### src/hw/rtl/motor_feedback_frame_parser_assert.svh
// Assertion macros shared by the feedback frame parser modules.
// Expects the including module to have clk and rst_n in scope.
`ifndef MOTOR_FEEDBACK_FRAME_PARSER_ASSERT_SVH
`define MOTOR_FEEDBACK_FRAME_PARSER_ASSERT_SVH

// cond holds at every clock edge out of reset
`define MFFP_ASSERT_ALWAYS(lbl, cond, msg) \
    lbl: assert property (@(posedge clk) disable iff (!rst_n) (cond)) else $error(msg);

// cons holds in the same cycle as ante
`define MFFP_ASSERT_IMPLIES(lbl, ante, cons, msg) \
    lbl: assert property (@(posedge clk) disable iff (!rst_n) (ante) |-> (cons)) \
        else $error(msg);

// cons holds in the cycle after ante
`define MFFP_ASSERT_NEXT(lbl, ante, cons, msg) \
    lbl: assert property (@(posedge clk) disable iff (!rst_n) (ante) |=> (cons)) \
        else $error(msg);

`endif

### src/hw/rtl/mffp_pkg.sv
// Shared types and constants for the motor feedback frame parser.
// No dependencies; used by every module of the block.
package mffp_pkg;

    localparam int unsigned FRAME_BYTES_INT = 18;
    localparam logic [4:0]  FRAME_BYTES     = 5'(FRAME_BYTES_INT);
    localparam logic [4:0]  CKSUM_POS       = 5'(FRAME_BYTES_INT - 2);
    localparam logic [4:0]  FIRST_BODY_POS  = 5'd2;
    localparam int unsigned QUEUE_DEPTH     = 2;

    // Word slots of a frame body (start and checksum words are not kept)
    localparam int unsigned W_ECHO_ONE    = 0;
    localparam int unsigned W_ECHO_TWO    = 1;
    localparam int unsigned W_SPEED_RIGHT = 2;
    localparam int unsigned W_SPEED_LEFT  = 3;
    localparam int unsigned W_BATTERY     = 4;
    localparam int unsigned W_TEMP        = 5;
    localparam int unsigned W_LED         = 6;
    localparam int unsigned BODY_WORDS    = 7;

    // Configuration register indexes
    localparam logic [2:0] REG_START_WORD = 3'd0;
    localparam logic [2:0] REG_BAT_MIN    = 3'd1;
    localparam logic [2:0] REG_BAT_MAX    = 3'd2;
    localparam logic [2:0] REG_TEMP_MIN   = 3'd3;
    localparam logic [2:0] REG_TEMP_MAX   = 3'd4;

    typedef enum logic [1:0] {
        KIND_BYTE  = 2'd0,
        KIND_CLEAR = 2'd1,
        KIND_GOOD  = 2'd2,
        KIND_BAD   = 2'd3
    } kind_t;

    typedef struct packed {
        kind_t                         kind;
        logic [BODY_WORDS-1:0][15:0]   words;
    } entry_t;

    typedef struct packed {
        logic        [15:0] start_word;
        logic signed [15:0] bat_min;
        logic signed [15:0] bat_max;
        logic signed [15:0] temp_min;
        logic signed [15:0] temp_max;
    } cfg_t;

    localparam cfg_t CFG_RESET = '{
        start_word: 16'hABCD,
        bat_min:    16'sd1500,
        bat_max:    16'sd6000,
        temp_min:   -16'sd400,
        temp_max:   16'sd600
    };

endpackage

### src/hw/rtl/mffp_front.sv
// Front end: byte framing, resync on start word, running checksum, frame capture.
// Depends on mffp_pkg and motor_feedback_frame_parser_assert.svh.
`include "motor_feedback_frame_parser_assert.svh"

module mffp_front
(
    input  logic              clk,
    input  logic              rst_n,
    input  logic              in_fire,
    input  logic              req_type,
    input  logic [7:0]        data_byte,
    input  logic [15:0]       start_word,
    output mffp_pkg::entry_t  entry
);

    logic [7:0]  prev_byte_reg;
    logic [4:0]  byte_count_reg;
    logic [15:0] word0_reg;
    logic [15:0] csum_reg;
    logic [7:0]  ck_lo_reg;
    logic [mffp_pkg::BODY_WORDS-1:0][15:0] words_reg;

    logic [15:0] pair;
    logic        resync;
    logic        collecting;
    logic        done;
    logic        good;
    logic [2:0]  wsel;
    logic        byte_in;

    assign byte_in = in_fire && !req_type;

    always_comb
    begin
        pair       = {data_byte, prev_byte_reg};
        resync     = (pair == start_word);
        collecting = (byte_count_reg >= mffp_pkg::FIRST_BODY_POS) &&
                     (byte_count_reg < mffp_pkg::FRAME_BYTES);
        done       = !resync && (byte_count_reg == mffp_pkg::FRAME_BYTES - 5'd1);
        good       = (word0_reg == start_word) && (csum_reg == {data_byte, ck_lo_reg});
        // positions 2..15 map onto body words 0..6
        wsel       = byte_count_reg[3:1] - 3'd1;

        entry.words = words_reg;
        if (req_type)
            entry.kind = mffp_pkg::KIND_CLEAR;
        else if (done)
            entry.kind = good ? mffp_pkg::KIND_GOOD : mffp_pkg::KIND_BAD;
        else
            entry.kind = mffp_pkg::KIND_BYTE;
    end

    always_ff @(posedge clk or negedge rst_n)
    begin
        if (!rst_n)
        begin
            prev_byte_reg  <= 8'd0;
            byte_count_reg <= 5'd0;
        end
        else if (byte_in)
        begin
            prev_byte_reg <= data_byte;
            if (resync)
                byte_count_reg <= mffp_pkg::FIRST_BODY_POS;
            else if (done)
                byte_count_reg <= 5'd0;
            else if (collecting)
                byte_count_reg <= byte_count_reg + 5'd1;
        end
    end

    always_ff @(posedge clk)
    begin
        if (byte_in)
        begin
            if (resync)
            begin
                word0_reg <= pair;
                csum_reg  <= pair;
            end
            else if (collecting)
            begin
                if (byte_count_reg < mffp_pkg::CKSUM_POS)
                begin
                    if (byte_count_reg[0])
                    begin
                        words_reg[wsel][15:8] <= data_byte;
                        csum_reg[15:8]        <= csum_reg[15:8] ^ data_byte;
                    end
                    else
                    begin
                        words_reg[wsel][7:0] <= data_byte;
                        csum_reg[7:0]        <= csum_reg[7:0] ^ data_byte;
                    end
                end
                else if (byte_count_reg == mffp_pkg::CKSUM_POS)
                begin
                    ck_lo_reg <= data_byte;
                end
            end
        end
    end

    `MFFP_ASSERT_ALWAYS(a_count_range,
        byte_count_reg != 5'd1 && byte_count_reg < mffp_pkg::FRAME_BYTES,
        "frame byte count out of range")
    `MFFP_ASSERT_NEXT(a_done_to_idle, byte_in && done, byte_count_reg == 5'd0,
        "parser not idle after frame completion")

endmodule

### src/hw/rtl/mffp_queue.sv
// Two-entry queue between the framing front end and the telemetry back end.
// Depends on mffp_pkg and motor_feedback_frame_parser_assert.svh.
`include "motor_feedback_frame_parser_assert.svh"

module mffp_queue
(
    input  logic              clk,
    input  logic              rst_n,
    input  logic              push,
    input  mffp_pkg::entry_t  push_data,
    input  logic              pop,
    output mffp_pkg::entry_t  pop_data,
    output logic              full,
    output logic              not_empty
);

    mffp_pkg::entry_t mem_reg [mffp_pkg::QUEUE_DEPTH];
    logic       wr_ptr_reg;
    logic       rd_ptr_reg;
    logic [1:0] count_reg;
    logic [1:0] count_next;

    assign full      = (count_reg == 2'(mffp_pkg::QUEUE_DEPTH));
    assign not_empty = (count_reg != 2'd0);
    assign pop_data  = mem_reg[rd_ptr_reg];

    always_comb
    begin
        count_next = count_reg;
        case ({push, pop})
            2'b10:   count_next = count_reg + 2'd1;
            2'b01:   count_next = count_reg - 2'd1;
            default: count_next = count_reg;
        endcase
    end

    always_ff @(posedge clk or negedge rst_n)
    begin
        if (!rst_n)
        begin
            wr_ptr_reg <= 1'b0;
            rd_ptr_reg <= 1'b0;
            count_reg  <= 2'd0;
        end
        else
        begin
            count_reg <= count_next;
            if (push)
                wr_ptr_reg <= ~wr_ptr_reg;
            if (pop)
                rd_ptr_reg <= ~rd_ptr_reg;
        end
    end

    always_ff @(posedge clk)
    begin
        if (push)
            mem_reg[wr_ptr_reg] <= push_data;
    end

    `MFFP_ASSERT_IMPLIES(a_no_overflow, push, !full || pop, "push into full queue")
    `MFFP_ASSERT_IMPLIES(a_no_underflow, pop, not_empty, "pop from empty queue")

endmodule

### src/hw/rtl/mffp_back.sv
// Back end: held telemetry, sticky fault latch, battery low-pass, result register.
// Depends on mffp_pkg and motor_feedback_frame_parser_assert.svh.
`include "motor_feedback_frame_parser_assert.svh"

module mffp_back
#(
    parameter int unsigned FILTER_SHIFT = 2
)
(
    input  logic                                   clk,
    input  logic                                   rst_n,
    input  mffp_pkg::cfg_t                         cfg,
    input  logic                                   entry_valid,
    input  mffp_pkg::entry_t                       entry,
    output logic                                   take,
    output logic                                   out_valid,
    input  logic                                   out_ready,
    output logic                                   frame_ok,
    output logic                                   frame_bad,
    output logic [mffp_pkg::BODY_WORDS-1:0][15:0]  held,
    output logic                                   fault_flag,
    output logic signed [23:0]                     battery_filtered
);

    logic                                  out_valid_reg;
    logic                                  ok_reg;
    logic                                  bad_reg;
    logic                                  fault_reg;
    logic                                  fault_next;
    logic signed [23:0]                    lp_reg;
    logic signed [23:0]                    lp_next;
    logic [mffp_pkg::BODY_WORDS-1:0][15:0] held_reg;

    logic signed [15:0] bat;
    logic signed [15:0] tmp;
    logic signed [23:0] target;
    logic signed [24:0] diff;
    logic signed [24:0] step;
    logic signed [24:0] sum;
    logic               out_of_range;
    logic               is_good;

    assign take = entry_valid && (!out_valid_reg || out_ready);

    always_comb
    begin
        is_good      = (entry.kind == mffp_pkg::KIND_GOOD);
        bat          = entry.words[mffp_pkg::W_BATTERY];
        tmp          = entry.words[mffp_pkg::W_TEMP];
        out_of_range = (bat < cfg.bat_min) || (bat > cfg.bat_max) ||
                       (tmp < cfg.temp_min) || (tmp >= cfg.temp_max);
        target       = {bat, 8'h00};
        diff         = {target[23], target} - {lp_reg[23], lp_reg};
        step         = diff >>> FILTER_SHIFT;   // floor for negative steps
        sum          = {lp_reg[23], lp_reg} + step;

        if (lp_reg[23] || lp_reg == 24'sd0)
            lp_next = target;
        else
            lp_next = sum[23:0];

        fault_next = fault_reg;
        case (entry.kind)
            mffp_pkg::KIND_CLEAR: fault_next = 1'b0;
            mffp_pkg::KIND_GOOD:  fault_next = fault_reg || out_of_range;
            default:              fault_next = fault_reg;
        endcase
    end

    always_ff @(posedge clk or negedge rst_n)
    begin
        if (!rst_n)
        begin
            out_valid_reg <= 1'b0;
            ok_reg        <= 1'b0;
            bad_reg       <= 1'b0;
            fault_reg     <= 1'b0;
            lp_reg        <= 24'sd0;
            held_reg      <= '0;
        end
        else
        begin
            if (take)
            begin
                out_valid_reg <= 1'b1;
                ok_reg        <= is_good;
                bad_reg       <= (entry.kind == mffp_pkg::KIND_BAD);
                fault_reg     <= fault_next;
                if (is_good)
                begin
                    held_reg <= entry.words;
                    lp_reg   <= lp_next;
                end
            end
            else if (out_ready)
            begin
                out_valid_reg <= 1'b0;
            end
        end
    end

    assign out_valid        = out_valid_reg;
    assign frame_ok         = ok_reg;
    assign frame_bad        = bad_reg;
    assign held             = held_reg;
    assign fault_flag       = fault_reg;
    assign battery_filtered = lp_reg;

    `MFFP_ASSERT_ALWAYS(a_ok_bad_excl, !(ok_reg && bad_reg), "frame both good and bad")
    `MFFP_ASSERT_NEXT(a_lp_load,
        take && is_good && (lp_reg[23] || lp_reg == 24'sd0),
        lp_reg == {$past(bat), 8'h00},
        "low-pass did not load from empty state")
    `MFFP_ASSERT_NEXT(a_clear_fault, take && entry.kind == mffp_pkg::KIND_CLEAR,
        !fault_reg, "clear request left fault set")

endmodule

### src/hw/rtl/motor_feedback_frame_parser.sv
// Motor board serial feedback parser. Each request is one received UART byte
// (tuser 0) or a fault clear (tuser 1) and yields exactly one result holding
// the frame status and the telemetry of the last good frame. It takes one request
// per clock while the queue is not full: the framing front end runs in the accept
// cycle, a two-entry queue decouples it from the back end, which updates telemetry,
// fault latch and battery low-pass once per entry into an output register. Results
// pass the queue register, then the output register, and one leaves per cycle while
// the output is taken. The user writes configuration through a plain write port
// only while no request is in flight; the block itself does not enforce this.
// Depends on mffp_pkg, mffp_front, mffp_queue and mffp_back.

module motor_feedback_frame_parser
#(
    parameter int unsigned FILTER_SHIFT = 2
)
(
    input  logic         clk,
    input  logic         rst_n,

    input  logic         s_tvalid,
    output logic         s_tready,
    input  logic [7:0]   s_tdata,    // [7:0] data_byte
    input  logic [0:0]   s_tuser,    // [0] req_type

    output logic         m_tvalid,
    input  logic         m_tready,
    // [15:0] echo_one, [31:16] echo_two, [47:32] speed_right, [63:48] speed_left,
    // [79:64] battery_raw, [95:80] temp_raw, [111:96] led_word, [112] fault_flag,
    // [136:113] battery_filtered, [143:137] zero
    output logic [143:0] m_tdata,
    output logic [1:0]   m_tuser,    // [0] frame_ok, [1] frame_bad

    input  logic         cfg_we,
    input  logic [2:0]   cfg_index,
    input  logic [15:0]  cfg_data
);

    mffp_pkg::cfg_t   cfg_reg;
    mffp_pkg::entry_t front_entry;
    mffp_pkg::entry_t queue_entry;

    logic        in_fire;
    logic        q_full;
    logic        q_not_empty;
    logic        take;
    logic        frame_ok;
    logic        frame_bad;
    logic        fault_flag;
    logic signed [23:0] battery_filtered;
    logic [mffp_pkg::BODY_WORDS-1:0][15:0] held;

    always_ff @(posedge clk or negedge rst_n)
    begin
        if (!rst_n)
        begin
            cfg_reg <= mffp_pkg::CFG_RESET;
        end
        else if (cfg_we)
        begin
            case (cfg_index)
                mffp_pkg::REG_START_WORD: cfg_reg.start_word <= cfg_data;
                mffp_pkg::REG_BAT_MIN:    cfg_reg.bat_min    <= cfg_data;
                mffp_pkg::REG_BAT_MAX:    cfg_reg.bat_max    <= cfg_data;
                mffp_pkg::REG_TEMP_MIN:   cfg_reg.temp_min   <= cfg_data;
                mffp_pkg::REG_TEMP_MAX:   cfg_reg.temp_max   <= cfg_data;
                default:                  cfg_reg            <= cfg_reg;
            endcase
        end
    end

    assign s_tready = !q_full;
    assign in_fire  = s_tvalid && s_tready;

    mffp_front u_front
    (
        .clk        (clk),
        .rst_n      (rst_n),
        .in_fire    (in_fire),
        .req_type   (s_tuser[0]),
        .data_byte  (s_tdata),
        .start_word (cfg_reg.start_word),
        .entry      (front_entry)
    );

    mffp_queue u_queue
    (
        .clk       (clk),
        .rst_n     (rst_n),
        .push      (in_fire),
        .push_data (front_entry),
        .pop       (take),
        .pop_data  (queue_entry),
        .full      (q_full),
        .not_empty (q_not_empty)
    );

    mffp_back
    #(
        .FILTER_SHIFT (FILTER_SHIFT)
    )
    u_back
    (
        .clk              (clk),
        .rst_n            (rst_n),
        .cfg              (cfg_reg),
        .entry_valid      (q_not_empty),
        .entry            (queue_entry),
        .take             (take),
        .out_valid        (m_tvalid),
        .out_ready        (m_tready),
        .frame_ok         (frame_ok),
        .frame_bad        (frame_bad),
        .held             (held),
        .fault_flag       (fault_flag),
        .battery_filtered (battery_filtered)
    );

    assign m_tuser = {frame_bad, frame_ok};
    assign m_tdata = {7'd0, battery_filtered, fault_flag, held};

endmodule
### config.mk
export PLATFORM = sky130hd
export DESIGN_NAME = motor_feedback_frame_parser
export DESIGN_NICKNAME = d
export VERILOG_FILES = /design/src/hw/rtl/mffp_pkg.sv /design/src/hw/rtl/mffp_front.sv /design/src/hw/rtl/mffp_queue.sv /design/src/hw/rtl/mffp_back.sv /design/src/hw/rtl/motor_feedback_frame_parser.sv
export VERILOG_INCLUDE_DIRS = /design/src /design/src/hw/rtl
export SDC_FILE = /design/constraint.sdc
export NUM_CORES = 1
export LEC_CHECK = 0
export BUFFER_PORTS_ARGS = -buffer_cell sky130_fd_sc_hd__buf_2
export CAP_MARGIN = 20
export CORE_MARGIN = 1
export CORE_UTILIZATION = 45
export CTS_CLUSTER_SIZE = 16
export DETAILED_ROUTE_END_ITERATION = 6
export PLACE_DENSITY_LB_ADDON = 0.08
export SLEW_MARGIN = 20
export SYNTH_ARGS = -nofsm -noshare
export SYNTH_HDL_FRONTEND = slang
export SYNTH_HIERARCHICAL = 1
export SYNTH_SLANG_ARGS = --single-unit
### constraint.sdc
create_clock -name clk -period 6.14 [get_ports clk]
set_clock_uncertainty 0.05 [all_clocks]
set_input_delay 1.228 -clock clk [delete_from_list [all_inputs] [get_ports clk]]
set_output_delay 1.228 -clock clk [all_outputs]
set_load 0.02 [all_outputs]
Word-level counts from Yosys, hierarchy flattened --
Memories as Yosys holds them, arrays and structs flattened. Cells that the tools add are included. W data, S select, Z words.
Word-level totals: register bits 389, RAM bits 228, input port bits 33, output and inout bits 148, memories kept 1
Memory list:
- u_queue.mem_reg | depth 2, bits a word 114, rd ports 1, clocked after memory_dff 0, write ports 1, line mffp_queue.sv:17 | mffp_pkg::entry_t mem_reg [mffp_pkg::QUEUE_DEPTH];
Cells by class: $add $sub $neg 6, magnitude comparators 9, equality and inequality tests 16, muxes and demuxes 25, bitwise operators 6, reductions and logical operators 40
Operator list (count):
- $bwmux W112 | 2
- $mux W112 | 1
- $demux W16 S3 | 2
- $mux W16 | 4
- $eq A16 B16 Y1 | 3
- $lt A16 B16 Y1 | 2
- $sub A24 B24 Y25 | 1
- $add A24 B23 Y24 | 1
- $logic_not A24 Y1 | 1
- $mux W24 | 1
- $mux W8 | 3
- $reduce_and A2 Y1 | 9
- $ge A16 B16 Y1 | 1
- $gt A16 B16 Y1 | 1
- $xor A8 B8 Y8 | 2
- $mux W5 | 3
- $reduce_bool A2 Y1 | 7
- $reduce_and A4 Y1 | 3
- $eq A5 B5 Y1 const B | 2
- $lt A5 B5 Y1 const B | 2
- $eq A2 B2 Y1 const B | 4
- $logic_and A1 B1 Y1 | 7
- $eq A3 B2 Y1 const B | 2
- $logic_or A1 B1 Y1 | 6
- 20 further kinds | 32

Longest topological paths before layout --
word-level depth 7, mapped depth 23, gate-level depth less buffers 20

Cells and area by module --
The synthesis kept the hierarchy.
By module, submodules not included:
- mffp_back | instances 1, cells each 1067, area each 8877.3 µm², sequential area each 3503.4 µm²
- mffp_queue | instances 1, cells each 371, area each 8613.3 µm², sequential area each 6946.7 µm²
- mffp_front | instances 1, cells each 507, area each 6781.5 µm², sequential area each 4889.7 µm²
- motor_feedback_frame_parser | instances 1, cells each 186, area each 3210.6 µm², sequential area each 2049.5 µm²

Worst setup path before layout --
No wires, ideal clock.
path type input port to flip-flop, start point input s_tvalid, end point memory u_queue/mem_reg[0][0] in the netlist's numbering (enable), setup time 0.588 ns, data arrival time 6.288 ns, required time 5.502 ns, slack -0.786 ns, stages 3, path buffers 0, path through nor2b_1 > inv_1 > nor2_1
On the way: word-level cells in the longest chain between the ends 3
RTL lines:
- from (decl) | line motor_feedback_frame_parser.sv:20 | input logic s_tvalid,
- $logic_and A1 B1 Y1 | line motor_feedback_frame_parser.sv:72 | assign in_fire = s_tvalid && s_tready;
- $mux W1 | line mffp_queue.sv:57 | if (push)
- $mux W1 (not written as such) | line mffp_queue.sv:58 | mem_reg[wr_ptr_reg] <= push_data;
- to (decl) | line mffp_queue.sv:17
Every way passes these cells.

==> results_dict.tcl <==
set metrics [dict create \
    outcome "finished with violations" \
    violations "design-rule violations" \
    drcViolationCount 2 \
    slowest_delay_ns 0.59 \
    slowest_stage "dfrtp_4" \
    rr_startpoint "u_queue/rd_ptr_reg" \
    synth_top_area_cell "edfxtp_1" \
    clock.fmax_mhz 206 \
    p_int_mw 10.8 \
    antenna_found_initial 0 \
    die-width_um 249 \
    critPathRequiredTime_ns 6.56 \
    post_drt_wl_per_cell_um 20.4 \
    grt_pass1_vias 16889 \
    worstHoldStart "u_front/entry[87]" \
    p_sw_mw 6.62 \
    power_density_nw_per_um2 557 \
    synth_top_area_share_pct 41.5 \
    clk_path_buf_depth 3 \
    netlist_top_cells_area "edfxtp_1 (42%), dfrtp_1 (18%), mux2_2 (6.2%), nand2_1 (5.6%), ha_1 (5.1%)" \
    ant_nets 0 \
    dieArea_sq_um 62100 \
    wirelength_um 64100 \
    grt_max_degree 152 \
    clk_latency_ns 0.60 \
    grt_pass1_wl_um 99700 \
    synth_most_common_cell "nand2_1" \
    setup_tns_ns 0 \
    tritoncts "built" \
    yosysSeqAreaShare_pct 63.3 \
    io_pins 181 \
    cp_max_fo 13 \
    overflow 0 \
    ys.flop_type "edfxtp_1" \
    largest_register_ff_count 228 \
    p_clk_share_pct 23.4 \
    ys_warn_count 6 \
    clk_pin_slew_ns 0.06 \
    drt-met1-wl_um 28600 \
    ys_types 80 \
    tightest_slew_ns 1.04 \
    cts-buffers-inserted 69 \
    async_reset_ff_share_pct 38.4 \
    path_cells "mux2_4 -> ha_1 -> a21o_1 -> a221oi_2 -> a21boi_2 -> o21ai_0 -> nor2b_2 -> o21ai_2 -> a21o_2 -> a21oi_2 -> xnor2_1 -> ha_1 -> a21oi_1 -> o21ai_0 -> a211oi_1 -> nand3b_1 -> a21o_1 -> a31oi_1 -> xnor2_1 -> a21oi_1" \
    drv_cap 0 \
    synthCells 2131 \
    dp_cells 3015 \
    dp_slack_ns 1.31 \
    fp.coreArea_sq_um 60400 \
    crit_path_start_kind "flip-flop" \
    seqPwrFrac_pct 34.7 \
    leakage_nw 13.2 \
    htree_levels 3 \
    n_fill_cell 5297 \
    via_per_inst 5.23 \
    routabilityCongestion 0.861 \
    finalCritPeriodShare_pct 79.2 \
    setup.worst_path.start "u_queue/rd_ptr_reg" \
    period_needed_ns 4.86 \
    setup_viol 0 \
    hold_viol 0 \
    stdcell_count 3144 \
    cp.arrival_ns 5.28 \
    relSlewSlack_pct 30.5 \
    yosys-top-cells-count "nand2_1 (411), edfxtp_1 (380), dfrtp_1 (199), nor2_1 (167), mux2_2 (152)" \
    setup_slack_ns 1.28 \
    syn_avg_cell_area_sq_um 12.9 \
    port_buffers 173 \
    fp.dieH_um 249 \
    cts_hold_buf 0 \
    syn_to_final_growth_pct 13.7 \
    combPwrFrac_pct 41.9 \
    first_iter_violations 1083 \
    ir_worst_vdd_mv 0.516 \
    synth-edff-count 380 \
    start_util_pct 45.5 \
    vias 16450 \
    cts_resized 0 \
    hpwlAfterDp_um 42300 \
    drv_slew 0 \
    drive_gt1_share_pct 23.5 \
    endpoint_kind "flip-flop" \
    crit_type "flip-flop to flip-flop" \
    netlist_area_sq_um 27500 \
    clkSinkCount 617 \
    rsz0062_at_grt "false" \
    placementRows 90 \
    ys_ff_latch 617 \
    wl_met2_um 31100 \
    clk_root_buffer_cell "clkbuf_16" \
    drtPass1Iterations 7 \
    hold_class "flip-flop to flip-flop" \
    met3_length_um 2930 \
    top_layer_used "met4" \
    sw_frac_of_total_pct 38.0 \
    nets 2450 \
    grt_usage_pct 21.0 \
    cts_setup_buffers 0 \
]
## area by class of cell
| cell class | count | area, sq um | share of cell area [%] |
|---|---|---|---|
| sequential | 617 | 17400 | 55.7 |
| multi-input combinational | 1332 | 9240 | 29.6 |
| clock buffer | 106 | 1970 | 6.30 |
| timing repair buffer | 188 | 1040 | 3.33 |
| tap | 782 | 978 | 3.13 |
| inverter | 97 | 364 | 1.17 |
| clock inverter | 21 | 260 | 0.833 |
| antenna | 1 | 2.50 | 0.00801 |
## power groups by stage
stage	combinational, mW	sequential [mW]	clock (mW)
global route	8.07	6.17	4.34
global placement	7.25	6.11	0
CTS	7.35	6.06	4.19
detailed placement	7.30	6.13	0
floorplan	4.92	6.50	0
finish	7.29	6.05	4.08
## critical path, delay by kind of cell, from the launching register on
| kind | cells | cell delay, ns |
|---|---|---|
| AO/OA/AOI/OAI | 13 | 2.44 |
| XOR/XNOR | 2 | 0.29 |
| adder cells (fa/ha/maj) | 2 | 0.66 |
| flip-flops | 1 | 0.59 |
| multiplexers | 1 | 0.37 |
| AND/OR/NAND/NOR | 2 | 0.34 |
## cells by family (layout without fill, tap and decap cells)
kind of cell / after synthesis / count (layout) / share of synthesized area, %
flip-flops: 617 / 617 / 63.3
other: 1 / 8 / 0.0136
multiplexers: 210 / 210 / 9.27
buffers and inverters: 188 / 412 / 3.26
AND/OR/NAND/NOR: 702 / 702 / 10.9
adder cells (fa/ha/maj): 112 / 112 / 5.13
XOR/XNOR: 108 / 108 / 3.44
AO/OA/AOI/OAI: 193 / 193 / 4.69
## metal layers
layer	global-route usage (%)	up-vias
li1	-	7781
met1	28.0	8212
met2	35.1	350
met3	4.11	107
met4	5.66	0
met5	0	-
## cell usage in the layout (no fill, tap or decap), types with 8 or more instances in the layout
| cell | instances |
|---|---|
| xor2_1 | 65 |
| buf_4 | 10 |
| nor2_1 | 166 |
| clkinv_2 | 9 |
| clkbuf_16 | 71 |
| a21oi_1 | 57 |
| dfrtp_1 | 198 |
| xnor2_1 | 43 |
| nand2b_1 | 15 |
| edfxtp_1 | 380 |
| ha_1 | 111 |
| nor2b_1 | 15 |
| nor4_1 | 18 |
| nor3_1 | 8 |
| nand2_1 | 410 |
| clkbuf_1 | 29 |
| buf_2 | 172 |
| mux2_2 | 152 |
| nand4_1 | 19 |
| dfstp_2 | 38 |
| mux2_4 | 51 |
| o21ai_0 | 27 |
| o211ai_1 | 8 |
| a21o_1 | 31 |
| inv_1 | 97 |
| a31oi_1 | 8 |
| nand3_1 | 14 |
## path summary, 6_finish.rpt
check	depth (start not counted)	endpoint	slack, ns
max	20	u_back/battery_filtered[23]	1.28
min	0	u_queue/mem_reg[1][87]	0.38
max reg2reg	20	u_back/battery_filtered[23]	1.28
min reg2reg	0	u_queue/mem_reg[1][87]	0.38
max in group asynchronous	2	u_queue/count_reg[1]	4.14
min in group asynchronous	1	u_back/held[58]	0.55
## through the flow
step	total power, mW	hold slack [ns]	util (%)	cell area [sq um]
after detailed placement	13.4	0.380	48.1	29000
after CTS	17.6	0.390	51.8	31200
after floorplan	11.4	0.371	-	27500
after global placement	13.4	0.372	48.1	29000
final	17.4	0.384	51.8	31300
after global routing	18.6	0.388	51.8	31300
Note: power is estimated with default switching activity, not from simulation.
